### src/krt_pkg.sv
// keyed record table: shared constants, operation and status codes, and the
// command/status structs between the controller and the datapath
// no dependencies
package krt_pkg;

  localparam int TABLE_DEPTH  = 128;
  localparam int PAYLOAD_BITS = 64;

  localparam int IDX_W     = $clog2(TABLE_DEPTH);
  localparam int CNT_W     = $clog2(TABLE_DEPTH + 1);
  localparam int CMP_W     = CNT_W + 1;
  localparam int KEY_W     = 32;
  localparam int FUNC_W    = 2;
  localparam int STAT_W    = 2;
  localparam int OUT_PAY_W = 64;
  localparam int OUT_CNT_W = 8;

  localparam logic [FUNC_W-1:0] FN_INSERT = 2'd0;
  localparam logic [FUNC_W-1:0] FN_LOOKUP = 2'd1;
  localparam logic [FUNC_W-1:0] FN_UPDATE = 2'd2;
  localparam logic [FUNC_W-1:0] FN_DELETE = 2'd3;

  localparam logic [STAT_W-1:0] ST_OK   = 2'd0;
  localparam logic [STAT_W-1:0] ST_DUP  = 2'd1;
  localparam logic [STAT_W-1:0] ST_FULL = 2'd2;
  localparam logic [STAT_W-1:0] ST_MISS = 2'd3;

  typedef struct packed {
    logic              start;     // latch request, clear index
    logic              rd_cur;    // read entry at index
    logic              rd_next;   // read entry at index + 1
    logic              rd_skip;   // read entry at index + 2
    logic              idx_inc;
    logic              wr_ins;    // append request record at count
    logic              wr_upd;    // overwrite payload at index
    logic              wr_shift;  // move read record down to index
    logic              cnt_dec;
    logic              st_set;
    logic [STAT_W-1:0] st_code;
    logic              pay_take;  // result payload from read data
    logic              res_load;
  } dp_cmd_t;

  typedef struct packed {
    logic [FUNC_W-1:0] func;
    logic              full;
    logic              cnt_zero;
    logic              key_hit;
    logic              idx_last;    // index + 1 >= count
    logic              shift_last;  // index + 2 >= count
    logic              out_free;
  } dp_stat_t;

endpackage

### src/krt_ctrl.sv
// keyed record table controller: sequences the linear key search, the
// append, overwrite and delete shift, and hands the result to the output
// depends on krt_pkg
module krt_ctrl
  import krt_pkg::*;
(
  input  logic     clk,
  input  logic     rst_n,
  input  logic     in_valid,
  output logic     in_ready,
  input  dp_stat_t stat,
  output dp_cmd_t  cmd
);

  localparam logic [2:0] S_IDLE  = 3'd0;
  localparam logic [2:0] S_CHK   = 3'd1;
  localparam logic [2:0] S_CMP   = 3'd2;
  localparam logic [2:0] S_SHIFT = 3'd3;
  localparam logic [2:0] S_DONE  = 3'd4;

  logic [2:0] state_r, state_nxt;

  assign in_ready = state_r == S_IDLE;

  always_comb begin
    cmd       = '0;
    state_nxt = state_r;
    case (state_r)
      S_IDLE: begin
        if (in_valid) begin
          cmd.start = 1'b1;
          state_nxt = S_CHK;
        end
      end
      S_CHK: begin
        if (stat.func == FN_INSERT && stat.full) begin
          cmd.st_set  = 1'b1;
          cmd.st_code = ST_FULL;
          state_nxt   = S_DONE;
        end else if (stat.cnt_zero) begin
          cmd.st_set = 1'b1;
          if (stat.func == FN_INSERT) begin
            cmd.wr_ins  = 1'b1;
            cmd.st_code = ST_OK;
          end else begin
            cmd.st_code = ST_MISS;
          end
          state_nxt = S_DONE;
        end else begin
          cmd.rd_cur = 1'b1;
          state_nxt  = S_CMP;
        end
      end
      S_CMP: begin
        if (stat.key_hit) begin
          cmd.st_set = 1'b1;
          state_nxt  = S_DONE;
          case (stat.func)
            FN_INSERT: cmd.st_code = ST_DUP;
            FN_LOOKUP: begin
              cmd.st_code  = ST_OK;
              cmd.pay_take = 1'b1;
            end
            FN_UPDATE: begin
              cmd.st_code = ST_OK;
              cmd.wr_upd  = 1'b1;
            end
            default: begin
              cmd.st_code = ST_OK;
              if (stat.idx_last) begin
                cmd.cnt_dec = 1'b1;
              end else begin
                cmd.st_set  = 1'b0;
                cmd.rd_next = 1'b1;
                state_nxt   = S_SHIFT;
              end
            end
          endcase
        end else if (!stat.idx_last) begin
          // fetch the next entry while this one is compared
          cmd.rd_next = 1'b1;
          cmd.idx_inc = 1'b1;
        end else begin
          cmd.st_set = 1'b1;
          if (stat.func == FN_INSERT) begin
            cmd.wr_ins  = 1'b1;
            cmd.st_code = ST_OK;
          end else begin
            cmd.st_code = ST_MISS;
          end
          state_nxt = S_DONE;
        end
      end
      S_SHIFT: begin
        // move the fetched record down one place, fetch the one after it
        cmd.wr_shift = 1'b1;
        cmd.idx_inc  = 1'b1;
        if (stat.shift_last) begin
          cmd.cnt_dec = 1'b1;
          cmd.st_set  = 1'b1;
          cmd.st_code = ST_OK;
          state_nxt   = S_DONE;
        end else begin
          cmd.rd_skip = 1'b1;
        end
      end
      S_DONE: begin
        if (stat.out_free) begin
          cmd.res_load = 1'b1;
          state_nxt    = S_IDLE;
        end
      end
      default: state_nxt = S_IDLE;
    endcase
  end

  always_ff @(posedge clk) begin
    if (!rst_n) begin
      state_r <= S_IDLE;
    end else begin
      state_r <= state_nxt;
    end
  end

  a_start_idle : assert property (@(posedge clk) disable iff (!rst_n)
    cmd.start |-> state_r == S_IDLE)
    else $error("request latched outside idle");

  a_load_idle : assert property (@(posedge clk) disable iff (!rst_n)
    cmd.res_load |=> state_r == S_IDLE)
    else $error("result loaded without returning to idle");

  a_one_write : assert property (@(posedge clk) disable iff (!rst_n)
    $countones({cmd.wr_ins, cmd.wr_upd, cmd.wr_shift}) <= 1)
    else $error("conflicting table writes");

endmodule

### config.mk
export PLATFORM = sky130hd
export DESIGN_NAME = krt_ctrl
export DESIGN_NICKNAME = d
export VERILOG_FILES = /design/src/krt_pkg.sv /design/src/krt_ctrl.sv
export SDC_FILE = /design/constraint.sdc
export NUM_CORES = 1
export LEC_CHECK = 0
export BUFFER_PORTS_ARGS = -buffer_cell sky130_fd_sc_hd__buf_4
export CAP_MARGIN = 20
export CELL_PAD_IN_SITES_DETAIL_PLACEMENT = 1
export CELL_PAD_IN_SITES_GLOBAL_PLACEMENT = 2
export CORE_UTILIZATION = 20
export DETAILED_ROUTE_END_ITERATION = 6
export HOLD_SLACK_MARGIN = 0.03
export PLACE_DENSITY_LB_ADDON = 0.1
export SETUP_SLACK_MARGIN = 0.02
export SYNTH_ARGS = -nofsm -noshare
export SYNTH_HDL_FRONTEND = slang
export SYNTH_SLANG_ARGS = --single-unit
### constraint.sdc
create_clock -name clk -period 1.8 [get_ports clk]
set_clock_uncertainty 0.1 [all_clocks]
set_input_delay 0.54 -clock clk [delete_from_list [all_inputs] [get_ports clk]]
set_output_delay 0.54 -clock clk [all_outputs]
set_load 0.02 [all_outputs]
==> results of run 1 <==
==> power by group <==
group	internal [W]	switching, W	leakage, nW
clock	0.0000838	0.0000457	0.0150
combinational	0.000173	0.000152	0.409
sequential	0.0000741	0.0000145	0.0267
total	0.000331	0.000212	0.450
==> critical path, cell delays in order, from the launching register on <==
cell and delay [ns]:
dfxtp_4 0.35, buf_6 0.13, and4bb_2 0.29, nor2_1 0.05
o31ai_2 0.17, buf_4 0.17
==> final timing paths <==
path / from / endpoint
worst min-delay path: rst_n / state_r[1]$_SDFFE_PN0P_
worst max-delay path: state_r[0]$_SDFFE_PN0P_ / cmd[3]
worst max register to register: state_r[0]$_SDFFE_PN0P_ / state_r[0]$_SDFFE_PN0P_
worst min register to register: state_r[2]$_SDFFE_PN0P_ / state_r[0]$_SDFFE_PN0P_
==> timing repair <==
action | CTS | global route
gates cloned | 0 | 0
setup endpoints to repair | 15 | 15
pin swaps | 11 | 7
resized for setup | 32 | 16
buffers inserted | 4 | 2
==> area by class of cell <==
type | count | area, µm²
fill | 243 | 970.9
multi-input combinational | 53 | 485.5
timing repair buffer | 49 | 420.4
sequential | 3 | 71.32
tap | 27 | 33.78
clock buffer | 4 | 26.28
inverter | 3 | 13.76
==> layer usage <==
layer  track usage, %  vias to the layer above  part of all wire (%)
li1                 -                      334                     -
met1            22.35                      316                    44
met5                0                        -                     0
met4            5.882                        0                   1.4
met3            1.246                        2                   3.4
met2            27.78                       17                    51
==> metrics by stage <==
stage | utilization (%) | area, µm² | TNS [ns] | hold WS, ns | setup WS (ns)
2_1_floorplan | - | 466.7 | -0.2173 | 0.5331 | -0.07810
3_3_place_gp | 39.73 | 803.3 | -1.279 | 0.6605 | -0.2108
3_5_place_dp | 39.73 | 803.3 | -1.307 | 0.6606 | -0.2106
4_1_cts | 47.71 | 964.7 | -1.831 | 0.3983 | -0.2674
5_1_grt | 51.98 | 1051 | -2.586 | 0.4041 | -0.3110
6_report | 51.98 | 1051 | -1.834 | 0.4027 | -0.2492
==> cells by family after synthesis <==
kind of cell | after synthesis | share of synthesized area (%)
AOI/OAI and AO/OA | 16 | 25.07
muxes | 2 | 4.843
buffers and inverters | 6 | 7.120
DFF | 3 | 13.68
and+or+nand+nor | 35 | 49.29
==> layout by cell type, fill, tap and decap left out, drive strengths merged, types with 2 or more instances in the layout <==
cell    synthesis  routed
a21boi          2       2
a21oi           4       4
a31oi           2       2
buf             3      49
clkbuf          0       4
dfxtp           3       3
inv             3       3
nand2           4       4
nand2b          2       2
nand4           2       2
nor2            9       9
nor3            3       3
nor3b           5       5
o21ai           2       2
==> flow_summary.toml, run 1 <==
[yosys]
synth_warnings = 0
avgSynthCellArea_um2 = 7.083
synth_cell_type_count = 33
ys.flop_type = "dfxtp_1"
synth_nets = 73
synth_top_area_cell = "dfxtp_1"
synth_area_um2 = 439.2
netlist_top_cells_area = "dfxtp_1, nor2_1, nor3b_2"
ys_ff_latch = 3
ys_async_sr_fraction_pct = 0
synth_most_common_cell = "nor2_1"
ys_seq_area_share_pct = 13.68
syn-instance-count = 62
synth_edf_count = 0
synth_commonest_cells = "nor2_1, a21oi_1, nand2_1"
yosysTopAreaCellShare_pct = 13.68

[timing]
rsz0062_at_grt = "true"
worstMarginPinSlew_ns = 0.3348
max_freq_mhz = 488.0
fin_crit_ns = 2.049
maxSlewViolCount = 0
setup_viol = 13
slew_headroom_pct = 77.64
fin_crit_sh_pct = 113.8
worst_slack_ns = -0.2492
hold_viol = 0

[setup_path]
crit_arrival_ns = 1.41
path_max_fanout = 5
reg2regPathDepth = 5
end_kind = "output port"
critPathKind = "reg2out"
cp.required_ns = 1.16
start_kind = "register"
rrSetupSlack_ns = 0.33

[power_and_ir_drop]
p_per_area_mw_per_mm2 = 517.0
vdd_drop_max_mv = 0.2985
total_power_w = 0.0005434
p_leak_nw = 0.4504

[run]
maxCapViolations = 0

[cts]
clkSlewWorstSetupHoldPaths_ns = 0.04
cts_buffers = 3
ctsLongestPathBuffers = 2
clk_latency_ns = 0.25
cts-htree-levels = 1
cts_sinks = 3
root_buffer = "clkbuf_4"
cts_hold_buf = 0
cts_tree = "yes"

[die]
coreArea_mm2 = 0.002022
io_pins = 26
initial_core_util_pct = 21.72
num_rows = 16
dieWidth_um = 48.86
die_h_um = 48.86
die_area_mm2 = 0.002387

[final_layout]
diodes = 0
regMostFlops = "state_r"
reg.largest.list = "state_r (3)"
largest_register_ffs = 3
nets = 124
syn2layout_area_growth_pct = 139.3
drive_above_1_share_pct = 72.32
stdcell_count = 139

[drt]
firstDrtPassIters = 4
postRouteAntennaNets = 0
drt-wirelength-per-cell_um = 14.04
routed_wl_mm = 1.952
vias = 669
via_per_inst = 4.813
first_iter_violations = 5
remaining_drc_errors = 0

[placed_design]
gp_congestion = 0.7687
port_buffers = 25
hpwl_mm = 1.347
dp.cells = 129

[status]
outcome = "finished with violations"
violations = "setup timing"

[worst_hold_path]
worst_hold_path.num_cells = 2
hold_class = "in2reg"

[global_route]
grtUsageTotal_pct = 16.67
grt.overflow.total = 0
grt_antenna_before_repair = 0
grt_pass1_vias = 660
grt_max_degree = 9
grt_pass1_wl_mm = 3.070
(Power assumes the default switching activity.)
==> run 2, diff against run 1 <==
CELL_PAD_IN_SITES_DETAIL_PLACEMENT = not set   (was 1)
CELL_PAD_IN_SITES_GLOBAL_PLACEMENT = not set   (was 2)
CORE_AREA = 2 2 39 41   (was not set)
CORE_UTILIZATION = not set   (was 20)
DIE_AREA = 0 0 41 43   (was not set)
PLACE_DENSITY_LB_ADDON = not set   (was 0.1)
==> run 2 against run 1 <==
Compared with the run above: the run still ends with setup timing left; critical path depth unchanged; non-clock buffer count increased by 4; setup slack improved by 0.085 ns; routed wire length increased by 1.5%; worst hold slack improved by 0.032 ns; clock power decreased by 8%; critical endpoint unchanged.
==> flow_summary.toml, run 2 (synthesis gave the netlist of run 1 again) <==
[status]
outcome = "finished with violations"
violations = "setup timing"

[setup_path]
r2r_end = "state_r[1]$_SDFFE_PN0P_"
critPathKind = "in2out"
cp.required_ns = 1.16
crit_arrival_ns = 1.32
start_kind = "input pin"
path_max_fanout = 5
reg2regPathDepth = 6
rrSetupSlack_ns = 0.36
end_kind = "output port"
r2r_start = "state_r[0]$_SDFFE_PN0P_"
crit_start = "stat[3]"
worstSetupEndpoint = "cmd[3]"

[drt]
vias = 688
drt-wirelength-per-cell_um = 15.02
firstDrtPassIters = 4
postRouteAntennaNets = 0
first_iter_violations = 10
remaining_drc_errors = 0
routed_wl_mm = 1.982
via_per_inst = 5.212

[timing]
fin_crit_sh_pct = 109.1
slew_headroom_pct = 78.04
hold_viol = 0
hold_ws_ns = 0.4347
finalSetupTns_ns = -1.373
fin_crit_ns = 1.964
max_freq_mhz = 509.1
setup_viol = 13
worst_slack_ns = -0.1644
worstMarginPinSlew_ns = 0.3248
maxSlewViolCount = 0
rsz0062_at_grt = "true"

[die]
num_rows = 14
die_area_mm2 = 0.001763
coreArea_mm2 = 0.001384
dieWidth_um = 41
die_h_um = 43
initial_core_util_pct = 31.74
io_pins = 26

[final_layout]
largest_register_ffs = 3
drive_above_1_share_pct = 72.41
final_area_mm2 = 0.001047
seqCellArea_um2 = 71.32
diodes = 0
fillCellCount = 104
nets = 128
final_common_cell = "buf_4"
mostFrequentLayoutCells = "buf_4, buf_6, nor2_1"
syn2layout_area_growth_pct = 138.5
stdcell_count = 132
multi_input_area_um2 = 479.2
reg.largest.list = "state_r (3)"
regMostFlops = "state_r"

[placed_design]
port_buffers = 25
dp.cells = 123
gp_congestion = 0.8049
hpwl_mm = 1.214
placed_area_um2 = 827.0

[cts]
root_buffer = "clkbuf_4"
cts_buffers = 3
cts_hold_buf = 0
cts-htree-levels = 1
cts_tree = "yes"
ctsLongestPathBuffers = 2
clkSlewWorstSetupHoldPaths_ns = 0.04
clk_latency_ns = 0.23
cts_sinks = 3

[power_and_ir_drop]
p_leak_nw = 0.4620
vdd_drop_max_mv = 0.2365
p_per_area_mw_per_mm2 = 506.7

[global_route]
grt_antenna_before_repair = 0
grtUsageTotal_pct = 22.80
grt.overflow.total = 0
grt_max_degree = 9
grt_pass1_vias = 674
grt_pass1_wl_mm = 2.849

[worst_hold_path]
hold_start = "rst_n"
hold_class = "in2reg"

[run]
maxCapViolations = 0
## run 2: changes by cell type in the layout (fill, tap and decap cells not counted), sizes merged
cell / change
buf: +4
## run 2: through the flow
stage / power (W) / utilization [%] / setup WS, ns
3_5_place_dp: 0.0003212 / 59.76 / -0.2225
2_1_floorplan: 0.0002022 / - / -0.07810
4_1_cts: 0.0004870 / 70.07 / -0.1613
6_report: 0.0005306 / 75.68 / -0.1644
5_1_grt: 0.0005639 / 75.68 / -0.2263
3_3_place_gp: 0.0003178 / 59.76 / -0.1924
## run 2: layer usage
| layer | global-route usage [%] | vias to the layer above | routed length, µm |
|---|---|---|---|
| li1 | - | 339 | - |
| met1 | 30.48 | 334 | 858 |
| met2 | 37.50 | 13 | 1069 |
| met3 | 0 | 2 | 31 |
| met4 | 8.000 | 0 | 23 |
| met5 | 0 | - | 0 |
## run 2: cell type report
class	count	area share (%)
Multi-Input combinational cell	53	45.76
Timing Repair Buffer	53	41.94
Sequential cell	3	6.810
Clock buffer	4	2.509
Tap cell	16	1.912
Inverter	3	1.075
## run 2: power by group
| part | switching, W | internal (W) | total, W |
|---|---|---|---|
| Combinational | 0.000144 | 0.000174 | 0.000318 |
| Clock | 0.0000360 | 0.0000832 | 0.000119 |
| Sequential | 0.0000190 | 0.0000742 | 0.0000932 |
## run 2: worst min path at each step
stage                              end  slack (ns)  cells past startpoint
6_report       state_r[1]$_SDFFE_PN0P_        0.43                      2
5_1_grt        state_r[1]$_SDFFE_PN0P_        0.43                      2
3_5_place_dp   state_r[1]$_SDFFE_PN0P_        0.67                      2
3_3_place_gp   state_r[1]$_SDFFE_PN0P_        0.66                      2
2_1_floorplan  state_r[0]$_SDFFE_PN0P_        0.53                      3
4_1_cts        state_r[1]$_SDFFE_PN0P_        0.42                      2
## run 2: critical path, stage by stage
cell and delay (ns):
buf_8 0.10, and4bb_2 0.30, nor2_2 0.04, o31ai_2 0.16
buf_4 0.17
## run 2: repair_timing
item / in CTS / in global routing
setup buffers: 2 / 4
endpoints found under the setup margin: 15 / 14
pin swaps: 6 / 7
resized for setup: 29 / 11
==> run 3, diff against run 2 <==
--- a/config.mk
+++ b/config.mk
@@ -9,7 +9,8 @@
 export CAP_MARGIN = 20
-export CORE_AREA = 2 2 39 41
+export CELL_PAD_IN_SITES_DETAIL_PLACEMENT = 0
+export CELL_PAD_IN_SITES_GLOBAL_PLACEMENT = 1
+export CORE_UTILIZATION = 27
 export DETAILED_ROUTE_END_ITERATION = 6
-export DIE_AREA = 0 0 41 43
 export HOLD_SLACK_MARGIN = 0.03
-export SETUP_SLACK_MARGIN = 0.02
+export PLACE_DENSITY_LB_ADDON = 0.1
 export SYNTH_ARGS = -nofsm -noshare
==> constraint.sdc (replaced) <==
create_clock -name clk -period 1.8 [get_ports clk]
set_clock_uncertainty 0.1 [all_clocks]
set_input_delay 0.18 -clock clk [delete_from_list [all_inputs] [get_ports clk]]
set_output_delay 0.18 -clock clk [all_outputs]
set_load 0.02 [all_outputs]
==> run 3 against run 2 <==
Compared with the run above: the flow now finishes without violations; cell area is 36% lower; power is 27% lower; global-route usage is 6.0 points lower; critical path depth is 2 lower; sequential power is 0.5% lower; setup slack better by 0.31 ns; largest power group unchanged.
==> flow_summary.toml, run 3 (synthesis gave the netlist of run 1 again) <==
[timing]
setup_viol = 0
rsz0062_at_grt = "false"
slew_headroom_pct = 74.43
hold_viol = 0
worst_slack_ns = 0.1451
finalSetupTns_ns = 0
fin_crit_ns = 1.655
max_freq_mhz = 604.3
fin_crit_sh_pct = 91.94
maxSlewViolCount = 0
worstMarginPinSlew_ns = 0.3828

[setup_path]
rrSetupSlack_ns = 0.51
r2r_start = "state_r[0]$_SDFFE_PN0P_"
end_kind = "output port"
cp.required_ns = 1.52
reg2regPathDepth = 3
crit_start = "state_r[1]$_SDFFE_PN0P_"
start_kind = "register"
path_max_fanout = 13
crit_arrival_ns = 1.37
critPathKind = "reg2out"

[placed_design]
port_buffers = 25
hpwl_mm = 1.064
dp_worst_setup_slack_ns = 0.2141
gp_congestion = 0.7905
placed_area_um2 = 634.4

[global_route]
grt_antenna_before_repair = 0
grtUsageTotal_pct = 16.84
grt_max_degree = 14
grt_pass1_wl_mm = 2.394
grt.overflow.total = 0
grt_pass1_vias = 551

[die]
coreArea_mm2 = 0.001506
io_pins = 26
die_area_mm2 = 0.001792
die_h_um = 42.33
dieWidth_um = 42.33
initial_core_util_pct = 29.15
num_rows = 14

[drt]
vias = 556
via_per_inst = 5.295
routed_wl_mm = 1.356
firstDrtPassIters = 4
remaining_drc_errors = 0
first_iter_violations = 1
postRouteAntennaNets = 0
drt-wirelength-per-cell_um = 12.91

[final_layout]
largest_register_ffs = 3
nets = 101
mostFrequentLayoutCells = "buf_4, nor2_1, nand2_1, a21oi_1"
fin_util_pct = 44.52
final_common_cell = "buf_4"
drive_above_1_share_pct = 42.70
diodes = 0
syn2layout_area_growth_pct = 52.71
reg.largest.list = "state_r (3)"
final_area_um2 = 670.6
regMostFlops = "state_r"

[cts]
root_buffer = "clkbuf_4"
cts_buffers = 3
post_cts_buffers = 0
ctsLongestPathBuffers = 2
cts_tree = "yes"
clkSlewWorstSetupHoldPaths_ns = 0.04
clk_latency_ns = 0.23
cts_hold_buf = 0
cts_sinks = 3
cts-htree-levels = 1

[worst_hold_path]
hold_start = "rst_n"
worst_hold_path.num_cells = 2
hold_class = "in2reg"

[status]
outcome = "finished clean"

[power_and_ir_drop]
p_leak_nw = 0.2826
total_power_w = 0.0003874
p_per_area_mw_per_mm2 = 577.7
vdd_drop_max_mv = 0.1970

[run]
maxCapViolations = 0
run 3: per-stage QoR:
stage	hold slack (ns)	std cells
6_report	0.06758	105
5_1_grt	0.05663	105
4_1_cts	0.05796	105
3_5_place_dp	0.2960	101
3_3_place_gp	0.2979	101
2_1_floorplan	0.1977	62
run 3: timing repair:
item	in CTS	in global routing
gates resized for setup	1	3
gates cloned	0	0
pin swaps	0	1
endpoints found under the setup margin	4	2
run 3: path summary, 6_finish.rpt:
path | endpoint
max | cmd[11]
min | state_r[1]$_SDFFE_PN0P_
max reg2reg | state_r[1]$_SDFFE_PN0P_
min reg2reg | state_r[0]$_SDFFE_PN0P_
run 3: per-layer routing:
| metal | global-route usage, % | wire [µm] | vias to the layer above |
|---|---|---|---|
| met2 | 29.54 | 663 | 17 |
| met1 | 21.52 | 644 | 251 |
| li1 | - | - | 288 |
| met4 | 3.750 | 0 | 0 |
| met5 | 0 | 0 | - |
| met3 | 2.586 | 48 | 0 |
run 3: power breakdown:
part	internal (W)	switching, W
Sequential	0.0000751	0.0000175
Clock	0.0000830	0.0000329
Combinational	0.0000858	0.0000931
run 3: cell type report:
class                   count  area (µm²)
fillers                   174       835.8
clock buffers               4       26.28
inverters                   3       11.26
well taps                  16       20.02
repair buffers             26       195.2
multi-input cells          53       354.1
flip-flops and latches      3       63.81
run 3: critical path, cell delays in order, from the launching register on:
cell,delay [ns]
dfxtp_2,0.47
nand2b_1,0.22
nor4_1,0.27
buf_4,0.19
